### config.mk
export PLATFORM = sky130hd
export DESIGN_NAME = preemptive_priority_tick_scheduler_unit
export DESIGN_NICKNAME = d
export VERILOG_FILES = /design/src/design/ppts_pkg.sv /design/src/design/preemptive_priority_tick_scheduler_unit.sv
export SDC_FILE = /design/constraint.sdc
export NUM_CORES = 2
export LEC_CHECK = 0
export BUFFER_PORTS_ARGS = -buffer_cell sky130_fd_sc_hd__buf_2
export CELL_PAD_IN_SITES_DETAIL_PLACEMENT = 0
export CELL_PAD_IN_SITES_GLOBAL_PLACEMENT = 1
export CORE_ASPECT_RATIO = 1.2
export CORE_MARGIN = 3
export CORE_UTILIZATION = 40
export CTS_BUF_LIST = sky130_fd_sc_hd__clkbuf_8
export CTS_CLUSTER_DIAMETER = 100
export CTS_CLUSTER_SIZE = 40
export DETAILED_ROUTE_END_ITERATION = 6
export PLACE_DENSITY_LB_ADDON = 0.12
export REMOVE_ABC_BUFFERS = 1
export SKIP_CTS_REPAIR_TIMING = 1
export SYNTH_ARGS = -nofsm -noshare
export SYNTH_HDL_FRONTEND = slang
export SYNTH_SLANG_ARGS = --single-unit
export TNS_END_PERCENT = 100
### constraint.sdc
create_clock -name clk_i -period 4.8 [get_ports clk_i]
set_input_delay 0.96 -clock clk_i [delete_from_list [all_inputs] [get_ports clk_i]]
set_output_delay 0.96 -clock clk_i [all_outputs]
set_load 0.01 [all_outputs]
### src/design/ppts_pkg.sv
`timescale 1ns / 1ps
`default_nettype none

package ppts_pkg;

  // Request operation codes
  localparam logic [1:0] OP_LOAD    = 2'd0;
  localparam logic [1:0] OP_TICK    = 2'd1;
  localparam logic [1:0] OP_RESTART = 2'd2;

  typedef struct packed {
    logic [1:0]  op;
    logic [3:0]  slot;
    logic [15:0] arrival;
    logic [15:0] burst;
    logic [7:0]  priority_req;
  } in_req_t;

  typedef struct packed {
    logic        ran_valid;
    logic [3:0]  ran_slot;
    logic        finished;
    logic [15:0] completion_time;
    logic [15:0] turnaround;
    logic [15:0] waiting;
    logic        all_done;
    logic [15:0] time_now;
  } out_res_t;

endpackage

`default_nettype wire

### src/design/preemptive_priority_tick_scheduler_unit.sv
`timescale 1ns / 1ps
`default_nettype none
// Sequence: a load request gives its result in the cycle after acceptance; a tick request
//   scans the active slots through the single read port of the task table and one shared
//   priority comparator, then runs the picked slot in ST_RUN_RD and ST_RUN_WB (and ST_FIN on
//   a finish); a restart sweeps all MAX_TASKS slots to restore every loaded remaining burst.
// Throughput: one request at a time; the next is taken once the result has been delivered.
// Reset: time goes to zero, every slot is marked finished and unloaded, task_count is 16;
//   table contents are undefined until loaded.
module preemptive_priority_tick_scheduler_unit #(
  parameter int MAX_TASKS = 16,
  parameter int TIME_BITS = 16
) (
  input  wire                  clk_i,
  input  wire                  rst_ni,
  input  wire                  cfg_we_i,
  input  wire [4:0]            cfg_data_i,
  input  wire                  in_valid_i,
  output logic                 in_ready_o,
  input  ppts_pkg::in_req_t    in_i,
  output logic                 out_valid_o,
  input  wire                  out_ready_i,
  output ppts_pkg::out_res_t   out_o
);

  // Index width into the table, and a count width that can hold MAX_TASKS itself
  localparam int SW = $clog2(MAX_TASKS);
  localparam int CW = $clog2(MAX_TASKS + 1);
  // Width used to compare and subtract times against 16-bit arrival values
  localparam int TW = (TIME_BITS > 16) ? TIME_BITS : 16;

  typedef enum logic [2:0] {
    ST_IDLE,
    ST_SCAN,
    ST_RUN_RD,
    ST_RUN_WB,
    ST_FIN,
    ST_OUT
  } state_e;

  // One table word per slot: read-modify-write keeps a single write port
  typedef struct packed {
    logic [15:0] arrival;
    logic [15:0] burst;
    logic [15:0] remaining;
    logic [7:0]  prio;
  } word_t;

  state_e                 state_q, state_d;
  logic [TIME_BITS-1:0]   time_q, time_d;
  logic [4:0]             tc_q, tc_d;
  logic [MAX_TASKS-1:0]   fin_q, fin_d;
  logic [MAX_TASKS-1:0]   loaded_q, loaded_d;
  logic [CW-1:0]          scan_q, scan_d;
  logic                   cmp_vld_q, cmp_vld_d;
  logic [SW-1:0]          cmp_idx_q, cmp_idx_d;
  logic                   restart_q, restart_d;
  logic                   found_q, found_d;
  logic [SW-1:0]          pick_q, pick_d;
  logic [7:0]             best_q, best_d;
  logic [TW-1:0]          tat_q, tat_d;
  logic [15:0]            burst_q, burst_d;
  ppts_pkg::out_res_t     res_q, res_d;

  // Task table
  word_t                  mem_q [MAX_TASKS];
  word_t                  rd_word_q;
  logic [SW-1:0]          rd_addr;
  logic                   mem_we;
  logic [SW-1:0]          mem_waddr;
  word_t                  mem_wdata;

  logic [CW-1:0]          active_n;
  logic [CW-1:0]          scan_limit;
  logic                   issue;
  logic                   eligible;
  logic                   all_done;
  logic [15:0]            rem_new;
  logic [TW-1:0]          wait_val;

  // Clamp task_count to the table depth
  always_comb begin
    if (32'(tc_q) > 32'(MAX_TASKS)) begin
      active_n = CW'(MAX_TASKS);
    end else begin
      active_n = CW'(tc_q);
    end
  end

  // No active slot left pending
  always_comb begin
    all_done = 1'b1;
    for (int i = 0; i < MAX_TASKS; i++) begin
      if ((32'(i) < 32'(active_n)) && !fin_q[i]) begin
        all_done = 1'b0;
      end
    end
  end

  // A restart sweeps the whole table, a tick only the active slots
  assign scan_limit = restart_q ? CW'(MAX_TASKS) : active_n;
  assign issue      = (scan_q < scan_limit);

  // Slot under comparison: unfinished and already arrived
  assign eligible = !fin_q[cmp_idx_q] && (TW'(rd_word_q.arrival) <= TW'(time_q));

  assign rem_new  = (rd_word_q.remaining != 16'd0) ? (rd_word_q.remaining - 16'd1)
                                                  : rd_word_q.remaining;
  // Clamp waiting at zero when time saturation shortened the turnaround
  assign wait_val = (tat_q > TW'(burst_q)) ? (tat_q - TW'(burst_q)) : '0;

  always_comb begin
    state_d   = state_q;
    time_d    = time_q;
    tc_d      = tc_q;
    fin_d     = fin_q;
    loaded_d  = loaded_q;
    scan_d    = scan_q;
    cmp_vld_d = 1'b0;
    cmp_idx_d = cmp_idx_q;
    restart_d = restart_q;
    found_d   = found_q;
    pick_d    = pick_q;
    best_d    = best_q;
    tat_d     = tat_q;
    burst_d   = burst_q;
    res_d     = res_q;
    rd_addr   = SW'(scan_q);
    mem_we    = 1'b0;
    mem_waddr = cmp_idx_q;
    mem_wdata = rd_word_q;

    // Take a configuration write at any edge where it is enabled
    if (cfg_we_i) begin
      tc_d = cfg_data_i;
    end

    unique case (state_q)
      ST_IDLE: begin
        if (in_valid_i) begin
          res_d     = '0;
          scan_d    = '0;
          found_d   = 1'b0;
          best_d    = '0;
          pick_d    = '0;
          restart_d = 1'b0;
          case (in_i.op)
            ppts_pkg::OP_LOAD: begin
              // Drop loads to slots beyond the table
              if (32'(in_i.slot) < 32'(MAX_TASKS)) begin
                mem_we              = 1'b1;
                mem_waddr           = SW'(in_i.slot);
                mem_wdata.arrival   = in_i.arrival;
                mem_wdata.burst     = in_i.burst;
                mem_wdata.remaining = in_i.burst;
                mem_wdata.prio      = in_i.priority_req;
                fin_d[SW'(in_i.slot)]    = (in_i.burst == 16'd0);
                loaded_d[SW'(in_i.slot)] = 1'b1;
              end
              state_d = ST_OUT;
            end
            ppts_pkg::OP_TICK: begin
              state_d = ST_SCAN;
            end
            ppts_pkg::OP_RESTART: begin
              time_d    = '0;
              restart_d = 1'b1;
              state_d   = ST_SCAN;
            end
            default: begin
              state_d = ST_OUT;
            end
          endcase
        end
      end

      ST_SCAN: begin
        // Issue stage: read the next slot
        if (issue) begin
          scan_d    = scan_q + CW'(1);
          cmp_vld_d = 1'b1;
          cmp_idx_d = SW'(scan_q);
        end
        // Compare stage: work on the word read last cycle
        if (cmp_vld_q) begin
          if (restart_q) begin
            if (loaded_q[cmp_idx_q]) begin
              mem_we              = 1'b1;
              mem_waddr           = cmp_idx_q;
              mem_wdata.remaining = rd_word_q.burst;
              fin_d[cmp_idx_q]    = (rd_word_q.burst == 16'd0);
            end
          end else if (eligible && (!found_q || (rd_word_q.prio > best_q))) begin
            found_d = 1'b1;
            pick_d  = cmp_idx_q;
            best_d  = rd_word_q.prio;
          end
        end
        if (!issue && !cmp_vld_q) begin
          if (restart_q) begin
            state_d = ST_OUT;
          end else begin
            // Advance time, saturating at its maximum
            if (time_q != {TIME_BITS{1'b1}}) begin
              time_d = time_q + TIME_BITS'(1);
            end
            state_d = found_q ? ST_RUN_RD : ST_OUT;
          end
        end
      end

      ST_RUN_RD: begin
        rd_addr = pick_q;
        state_d = ST_RUN_WB;
      end

      ST_RUN_WB: begin
        mem_we              = 1'b1;
        mem_waddr           = pick_q;
        mem_wdata.remaining = rem_new;
        res_d.ran_valid     = 1'b1;
        res_d.ran_slot      = 4'(pick_q);
        if (rem_new == 16'd0) begin
          fin_d[pick_q]         = 1'b1;
          res_d.finished        = 1'b1;
          res_d.completion_time = 16'(time_q);
          tat_d   = TW'(time_q) - TW'(rd_word_q.arrival);
          burst_d = rd_word_q.burst;
          state_d = ST_FIN;
        end else begin
          state_d = ST_OUT;
        end
      end

      ST_FIN: begin
        res_d.turnaround = 16'(tat_q);
        res_d.waiting    = 16'(wait_val);
        state_d          = ST_OUT;
      end

      ST_OUT: begin
        if (out_ready_i) begin
          state_d = ST_IDLE;
        end
      end

      default: begin
        state_d = ST_IDLE;
      end
    endcase
  end

  always_ff @(posedge clk_i or negedge rst_ni) begin
    if (!rst_ni) begin
      state_q   <= ST_IDLE;
      time_q    <= '0;
      tc_q      <= 5'd16;
      fin_q     <= '1;
      loaded_q  <= '0;
      scan_q    <= '0;
      cmp_vld_q <= 1'b0;
      cmp_idx_q <= '0;
      restart_q <= 1'b0;
      found_q   <= 1'b0;
      pick_q    <= '0;
      best_q    <= '0;
      tat_q     <= '0;
      burst_q   <= '0;
      res_q     <= '0;
    end else begin
      state_q   <= state_d;
      time_q    <= time_d;
      tc_q      <= tc_d;
      fin_q     <= fin_d;
      loaded_q  <= loaded_d;
      scan_q    <= scan_d;
      cmp_vld_q <= cmp_vld_d;
      cmp_idx_q <= cmp_idx_d;
      restart_q <= restart_d;
      found_q   <= found_d;
      pick_q    <= pick_d;
      best_q    <= best_d;
      tat_q     <= tat_d;
      burst_q   <= burst_d;
      res_q     <= res_d;
    end
  end

  // Table: one write port, one registered read port
  always_ff @(posedge clk_i) begin
    if (mem_we) begin
      mem_q[mem_waddr] <= mem_wdata;
    end
    rd_word_q <= mem_q[rd_addr];
  end

  assign in_ready_o  = (state_q == ST_IDLE);
  assign out_valid_o = (state_q == ST_OUT);

  always_comb begin
    out_o          = res_q;
    out_o.all_done = all_done;
    out_o.time_now = 16'(time_q);
  end

  // Never take a request while a result is still offered
  a_one_side: assert property (@(posedge clk_i) disable iff (!rst_ni)
    !(in_ready_o && out_valid_o))
    else $error("request taken while result pending");

  // A finish is only reported for a tick that ran a slot
  a_fin_ran: assert property (@(posedge clk_i) disable iff (!rst_ni)
    out_valid_o && out_o.finished |-> out_o.ran_valid)
    else $error("finish reported without a running slot");

  // Completion time is the time after the tick
  a_fin_time: assert property (@(posedge clk_i) disable iff (!rst_ni)
    out_valid_o && out_o.finished |-> (out_o.completion_time == out_o.time_now))
    else $error("completion time differs from current time");

  // A tick scan compares only active slots
  a_scan_range: assert property (@(posedge clk_i) disable iff (!rst_ni)
    (state_q == ST_SCAN) && cmp_vld_q && !restart_q |-> (CW'(cmp_idx_q) < active_n))
    else $error("scan compared an inactive slot");

  // A picked slot ran in the next result
  a_pick: assert property (@(posedge clk_i) disable iff (!rst_ni)
    (state_q == ST_RUN_WB) |=> res_q.ran_valid)
    else $error("picked slot not reported");

endmodule

`default_nettype wire

After elaboration in Yosys (flattened, before gate mapping)
Memories as Yosys holds them, arrays and structs flattened. A register that Yosys moved wholly into a read port is not among the register bits.
Index checks and enable logic that the tools add are counted.
- register bits: 166
- bits in writable memories: 896
- bits of input ports: 56
- output and inout port bits: 73
- logic and storage cells: 240
- memories: 1
- add/subtract/negate cells: 5
- order comparisons: 27
- equality and inequality tests: 21
- mux-type cells: 98
- bitwise gates (word level): 2
- reductions and logical operators: 66
- memory list (memory ; depth ; width ; rd ports ; clocked after Yosys merged registers in ; wr ports ; line ; RTL):
    mem_q ; 16 ; 56 ; 1 ; 1 ; 1 ; preemptive_priority_tick_scheduler_unit.sv:66 ; word_t mem_q [MAX_TASKS];
- operator list (kind ; number):
    $mux W16 ; 16
    $mux W56 ; 2
    $pmux W16 S3 ; 2
    $mux W71 ; 1
    $pmux W32 S2 ; 1
    $logic_not A16 Y1 ; 3
    $pmux W22 S2 ; 1
    $lt A4 B5 Y1 const A ; 8
    $mux W8 ; 5
    $mux W1 ; 36
    $bwmux W16 ; 2
    $mux W32 ; 1
    $or A16 B16 Y16 ; 2
    $pmux W16 S2 ; 1
    $sub A16 B16 Y16 ; 2
    $mux W4 ; 7
    $logic_and A1 B1 Y1 ; 22
    $logic_not A1 Y1 ; 20
    $lt A3 B5 Y1 const A ; 4
    $mux W5 ; 4
    $ne A2 B2 Y1 const B ; 10
    $mux W3 ; 6
    $pmux W3 S6 ; 1
    $mux W17 ; 1
    other kinds (38) ; 61

Logic depth before layout (Yosys ltp)
- word-level depth: 20
- depth in mapped cells: 12
- gate-level depth less buffers: 11

Worst setup path after synthesis
Ideal clock, no wire load.
- kind: input-to-reg
- start point: input in_i[44] in the netlist's numbering
- end point: memory mem_q[5][0] in the netlist's numbering (enable)
- setup time: 0.470 ns
- arrival: 4.661 ns
- data required time: 4.330 ns
- path slack: -0.330 ns
- stages: 7
- path buffers: 1
- cells stage by stage: inv_1 -> ha_1 -> and3_1 -> buf_2 -> a221o_1 -> or3_1 -> nor2_1
- longest elaborated chain between the ends: 6
- elaborated cells on any way between the ends: 9
- those cells by class: mux: 8; reduce/logical: 1
- ends and longest elaborated chain (what ; line ; RTL):
    from (decl) ; preemptive_priority_tick_scheduler_unit.sv:20 ; input ppts_pkg::in_req_t in_i,
    $logic_not A2 Y1 (*) ; preemptive_priority_tick_scheduler_unit.sv:147 ; case (in_i.op)
    $mux W1 ; preemptive_priority_tick_scheduler_unit.sv:147 ;
    $mux W1 ; preemptive_priority_tick_scheduler_unit.sv:140 ; if (in_valid_i) begin
    $pmux W1 S3 ; preemptive_priority_tick_scheduler_unit.sv:138 ; unique case (state_q)
    $mux W1 ; preemptive_priority_tick_scheduler_unit.sv:291 ; if (mem_we) begin
    $mux W1 (not written as such) ; preemptive_priority_tick_scheduler_unit.sv:292 ; mem_q[mem_waddr] <= mem_wdata;
    to (decl) ; preemptive_priority_tick_scheduler_unit.sv:66 ;
Every way passes the cells marked *; elsewhere a longest branch is shown, timed or not.

Worst setup path in the final report
- start point: register state_q[1]
- end point: memory mem_q[8][28] in the netlist's numbering (enable)
- longest elaborated chain between the ends: 4
- elaborated cells on any way between the ends: 7
- those cells by class: eq/ne: 2; mux: 4; reduce/logical: 1
- ends and longest elaborated chain (what ; line ; RTL):
    from (decl) ; preemptive_priority_tick_scheduler_unit.sv:49 ; state_e state_q, state_d;
    from (signal assigned) ; preemptive_priority_tick_scheduler_unit.sv:271 ; state_q <= state_d;
    $eq A3 B2 Y1 (tied with other cells) ; preemptive_priority_tick_scheduler_unit.sv:138 ;
    $pmux W1 S3 ; preemptive_priority_tick_scheduler_unit.sv:138 ;
    $mux W1 ; preemptive_priority_tick_scheduler_unit.sv:291 ;
    $mux W1 (not written as such) ; preemptive_priority_tick_scheduler_unit.sv:292 ;
Several ways; a longest one is shown, not always the timed one.

==> summary.md <==
| Metric | Value |
|---|---|
| Slowest CP cell | `dfrtp_1` |
| Share of flip-flops with an asynchronous set or reset | `0.148` |
| Dpl ws | `0.683 ns` |
| Area occupied by multi-input gates | `13,800 um^2` |
| CP Class | `reg2reg` |
| Min Hold Slack | `0.235 ns` |
| Total GRT Usage | `0.208` |
| CTS sink count | `1,118` |
| CTS tree | `yes` |
| CP endpoint kind | `flop` |
| Die X-Extent | `318 um` |
| Max-slew violation count | `0` |
| Power Density | `532 nW/um^2` |
| Comb pwr share | `0.347` |
| Vias per std cell | `5.72` |
| Core area | `115,000 um^2` |
| Post-DP HPWL | `81,400 um` |
| Number of remaining DRC errors | `0` |
| HP Class | `in2async` |
| Max Cap Viol | `0` |
| Die ar. | `121,000 um^2` |
| Final hold violation count | `0` |
| Mean area per synthesized cell | `15.3 um^2` |
| DRT antenna net count | `0` |
| Worst Skew | `0.0544 ns` |
| Compound-Gate Fraction of Synth Area | `0.0714` |
| Row count | `136` |
| Worst setup margin | `0.896 ns` |
| Sw Pwr | `9.60 mW` |
| Critical-path cell list | `or3_1, inv_1, and3_4, nor2_1, a221oi_1, nand3_1, nor2_4, buf_4` |
| Pin slew with the least headroom to its limit | `1.11 ns` |
| Total congestion overflow | `0` |
| Worst path required time | `5.26 ns` |
| Initial antenna violation count | `1` |
| Detailed Route Iter0 Violations | `2,203` |
| Status | `completed` |
| Clock latency on the worst-skew pair | `0.81 ns` |
| Static Leak | `17.5 nW` |
| IO buf count | `128` |
| Setup crit start kind | `flop` |
| Warnings, synthesis | `0` |
| Crit-path max FO | `36` |
| Pint | `17.5 mW` |
| Boundary Pins | `129` |
| Unrepaired setup endpoints after global routing | `no` |
| Reg area | `32,200 um^2` |
| # nets final | `3,265` |
| Setup violators final | `0` |
| Worst IR drop on VDD | `386 uV` |
| Worst-path clk slew | `0.21 ns` |
| Main combinational cell family by area after synthesis | `multiplexers` |
| Data arrival, critical path | `4.37 ns` |
| Largest net degree at the start of global routing | `113` |
| H-tree Lvls | `2` |
| Placed Instance Area | `50,100 um^2` |
| DR vias | `27,000` |
| Final Cell Area | `51,000 um^2` |
| CTS Buf Count | `38` |
| Routed wire length | `127,000 um` |
| Height of the die | `381 um` |
| Clock Path Buffers | `3` |
| Post-Synthesis Cells | `3,059` |
| Fill cells | `10,300` |
| Post-synth EDFFs | `896` |
| Synth cell types | `76` |
| Xor/xnor cell area share of the yosys netlist | `0.00598` |
| Prevailing post-synth register cell | `edfxtp_1` |
| Leading cell type in the layout, fill and taps excluded | `edfxtp_1` |
| Initial Util | `0.406` |
| Net Sw Frac | `0.354` |
| Max stage delay on crit path | `0.55 ns` |
| Routability cong. | `0.829` |
| Register area share after synthesis | `0.687` |
| Fin crit period | `3.90 ns` |
| Vias in the first global route | `28,000` |
| F_max | `256 MHz` |
| Post-Synthesis Cell Area | `46,900 um^2` |
| DRT Pass-1 Iters | `5` |
| Setup TNS | `0 ns` |
| Global-route wire length before repair | `189,000 um` |
| Mux share of post-synthesis cell area | `0.121` |
| Synth Area in Adders | `0.0139` |
| Root Driver | `clkbuf_8` |
| Synth Area in Simple Gates | `0.0766` |
| Fin crit share | `0.813` |
| Most frequent cells in the layout | `edfxtp_1 (896), nand2_1 (394), mux4_2 (232), o21ai_0 (183), dfrtp_1 (149)` |
| Area delta synth->final | `8.78%` |
| Clock share of power | `0.144` |
| Worst rel slew slack | `0.261` |
| Share of layout cells above drive strength 1 | `0.190` |
| DR WL/cell | `26.9 um` |
| Synth Register Bits | `1,118` |
| Register share of total power | `0.510` |
state kept, by name (all words and copies together), names as in the netlist, 8 cells and up, named ones only:
signal     flops
best_q         8
burst_q       16
loaded_q      16
mem_q        896
out_o         54
rd_word_q     56
tat_q         16
time_q        16
worst max-delay path, delay by kind of cell, from the launching register on:
family	cells	cell delay, ns
simple gates	5	1.91
flops	1	0.55
buf+inv	2	0.59
compound gates	1	0.51
power groups by stage:
| stage | registers (mW) | clock network (mW) | logic (mW) |
|---|---|---|---|
| CTS | 13.8 | 4.07 | 9.61 |
| finish | 13.8 | 3.90 | 9.39 |
| floorplan | 13.7 | 0 | 5.34 |
| global placement | 14.0 | 0 | 9.42 |
| detailed placement | 14.0 | 0 | 9.59 |
| global route | 13.9 | 4.38 | 10.3 |
cells in the mapped netlist, types with 26 or more instances:
master | number | area [um^2]
a211oi_1 | 65 | 488
a21o_1 | 26 | 195
a21oi_1 | 70 | 350
a31oi_1 | 66 | 413
and2_1 | 66 | 413
buf_2 | 43 | 215
clkbuf_1 | 117 | 439
dfrtp_1 | 149 | 3730
dfxtp_1 | 56 | 1120
edfxtp_1 | 896 | 26900
ha_1 | 49 | 613
inv_1 | 78 | 293
mux2i_1 | 34 | 340
mux4_2 | 232 | 5230
nand2_1 | 395 | 1480
nand3_1 | 47 | 235
nor2_1 | 110 | 413
nor3_1 | 47 | 235
o21ai_0 | 183 | 916
final timing paths:
path | cells after the start | endpoint | from | slack [ns]
hold / removal | 1 | time_q[13] | rst_ni | 0.24
setup reg to reg | 8 | mem_q[8][28] | state_q[1] | 0.90
max in group asynchronous | 2 | async pin | rst_ni | 3.54
hold reg to reg | 1 | loaded_q[8] | loaded_q[8] | 0.48
min in group clk_i | 2 | tc_q[0] | cfg_data_i[0] | 0.42
setup / recovery | 8 | mem_q[8][28] | state_q[1] | 0.90
metrics by stage:
stage	power [mW]	utilization	instances
4_1_cts	27.5	0.442	4705
6_report	27.1	0.442	4710
3_3_place_gp	23.4	0.434	4636
2_1_floorplan	19.1	-	2872
5_1_grt	28.6	0.442	4706
3_5_place_dp	23.6	0.434	4636
layout make-up:
class,count,area share
Antenna cell,5,0.000246
Clock buffer,40,0.0108
Clock inverter,29,0.00641
Tap cell,1518,0.0373
Inverter,78,0.00574
Multi-Input combinational cell,1676,0.270
Sequential cell,1118,0.632
Timing Repair Buffer,246,0.0377
cell families (layout without fill, tap and decap cells):
group	after synthesis	after routing
flip-flops	1118	1118
AND/OR/NAND/NOR	783	783
AO/OA/AOI/OAI	534	534
multiplexers	276	276
buffers and inverters	265	393
adder cells (fa/ha/maj)	51	51
XOR/XNOR	32	32
other	0	5
per-layer routing:
layer | routed length [um] | share of wire | global-route usage | vias up
met5 | 0 | 0 | 0 | -
met4 | 2970 | 0.023 | 0.0481 | 0
met2 | 63500 | 0.50 | 0.361 | 714
met1 | 53400 | 0.42 | 0.279 | 14200
met3 | 6740 | 0.053 | 0.0283 | 116
li1 | - | - | - | 11900
Note: power is estimated with default switching activity, not from simulation.
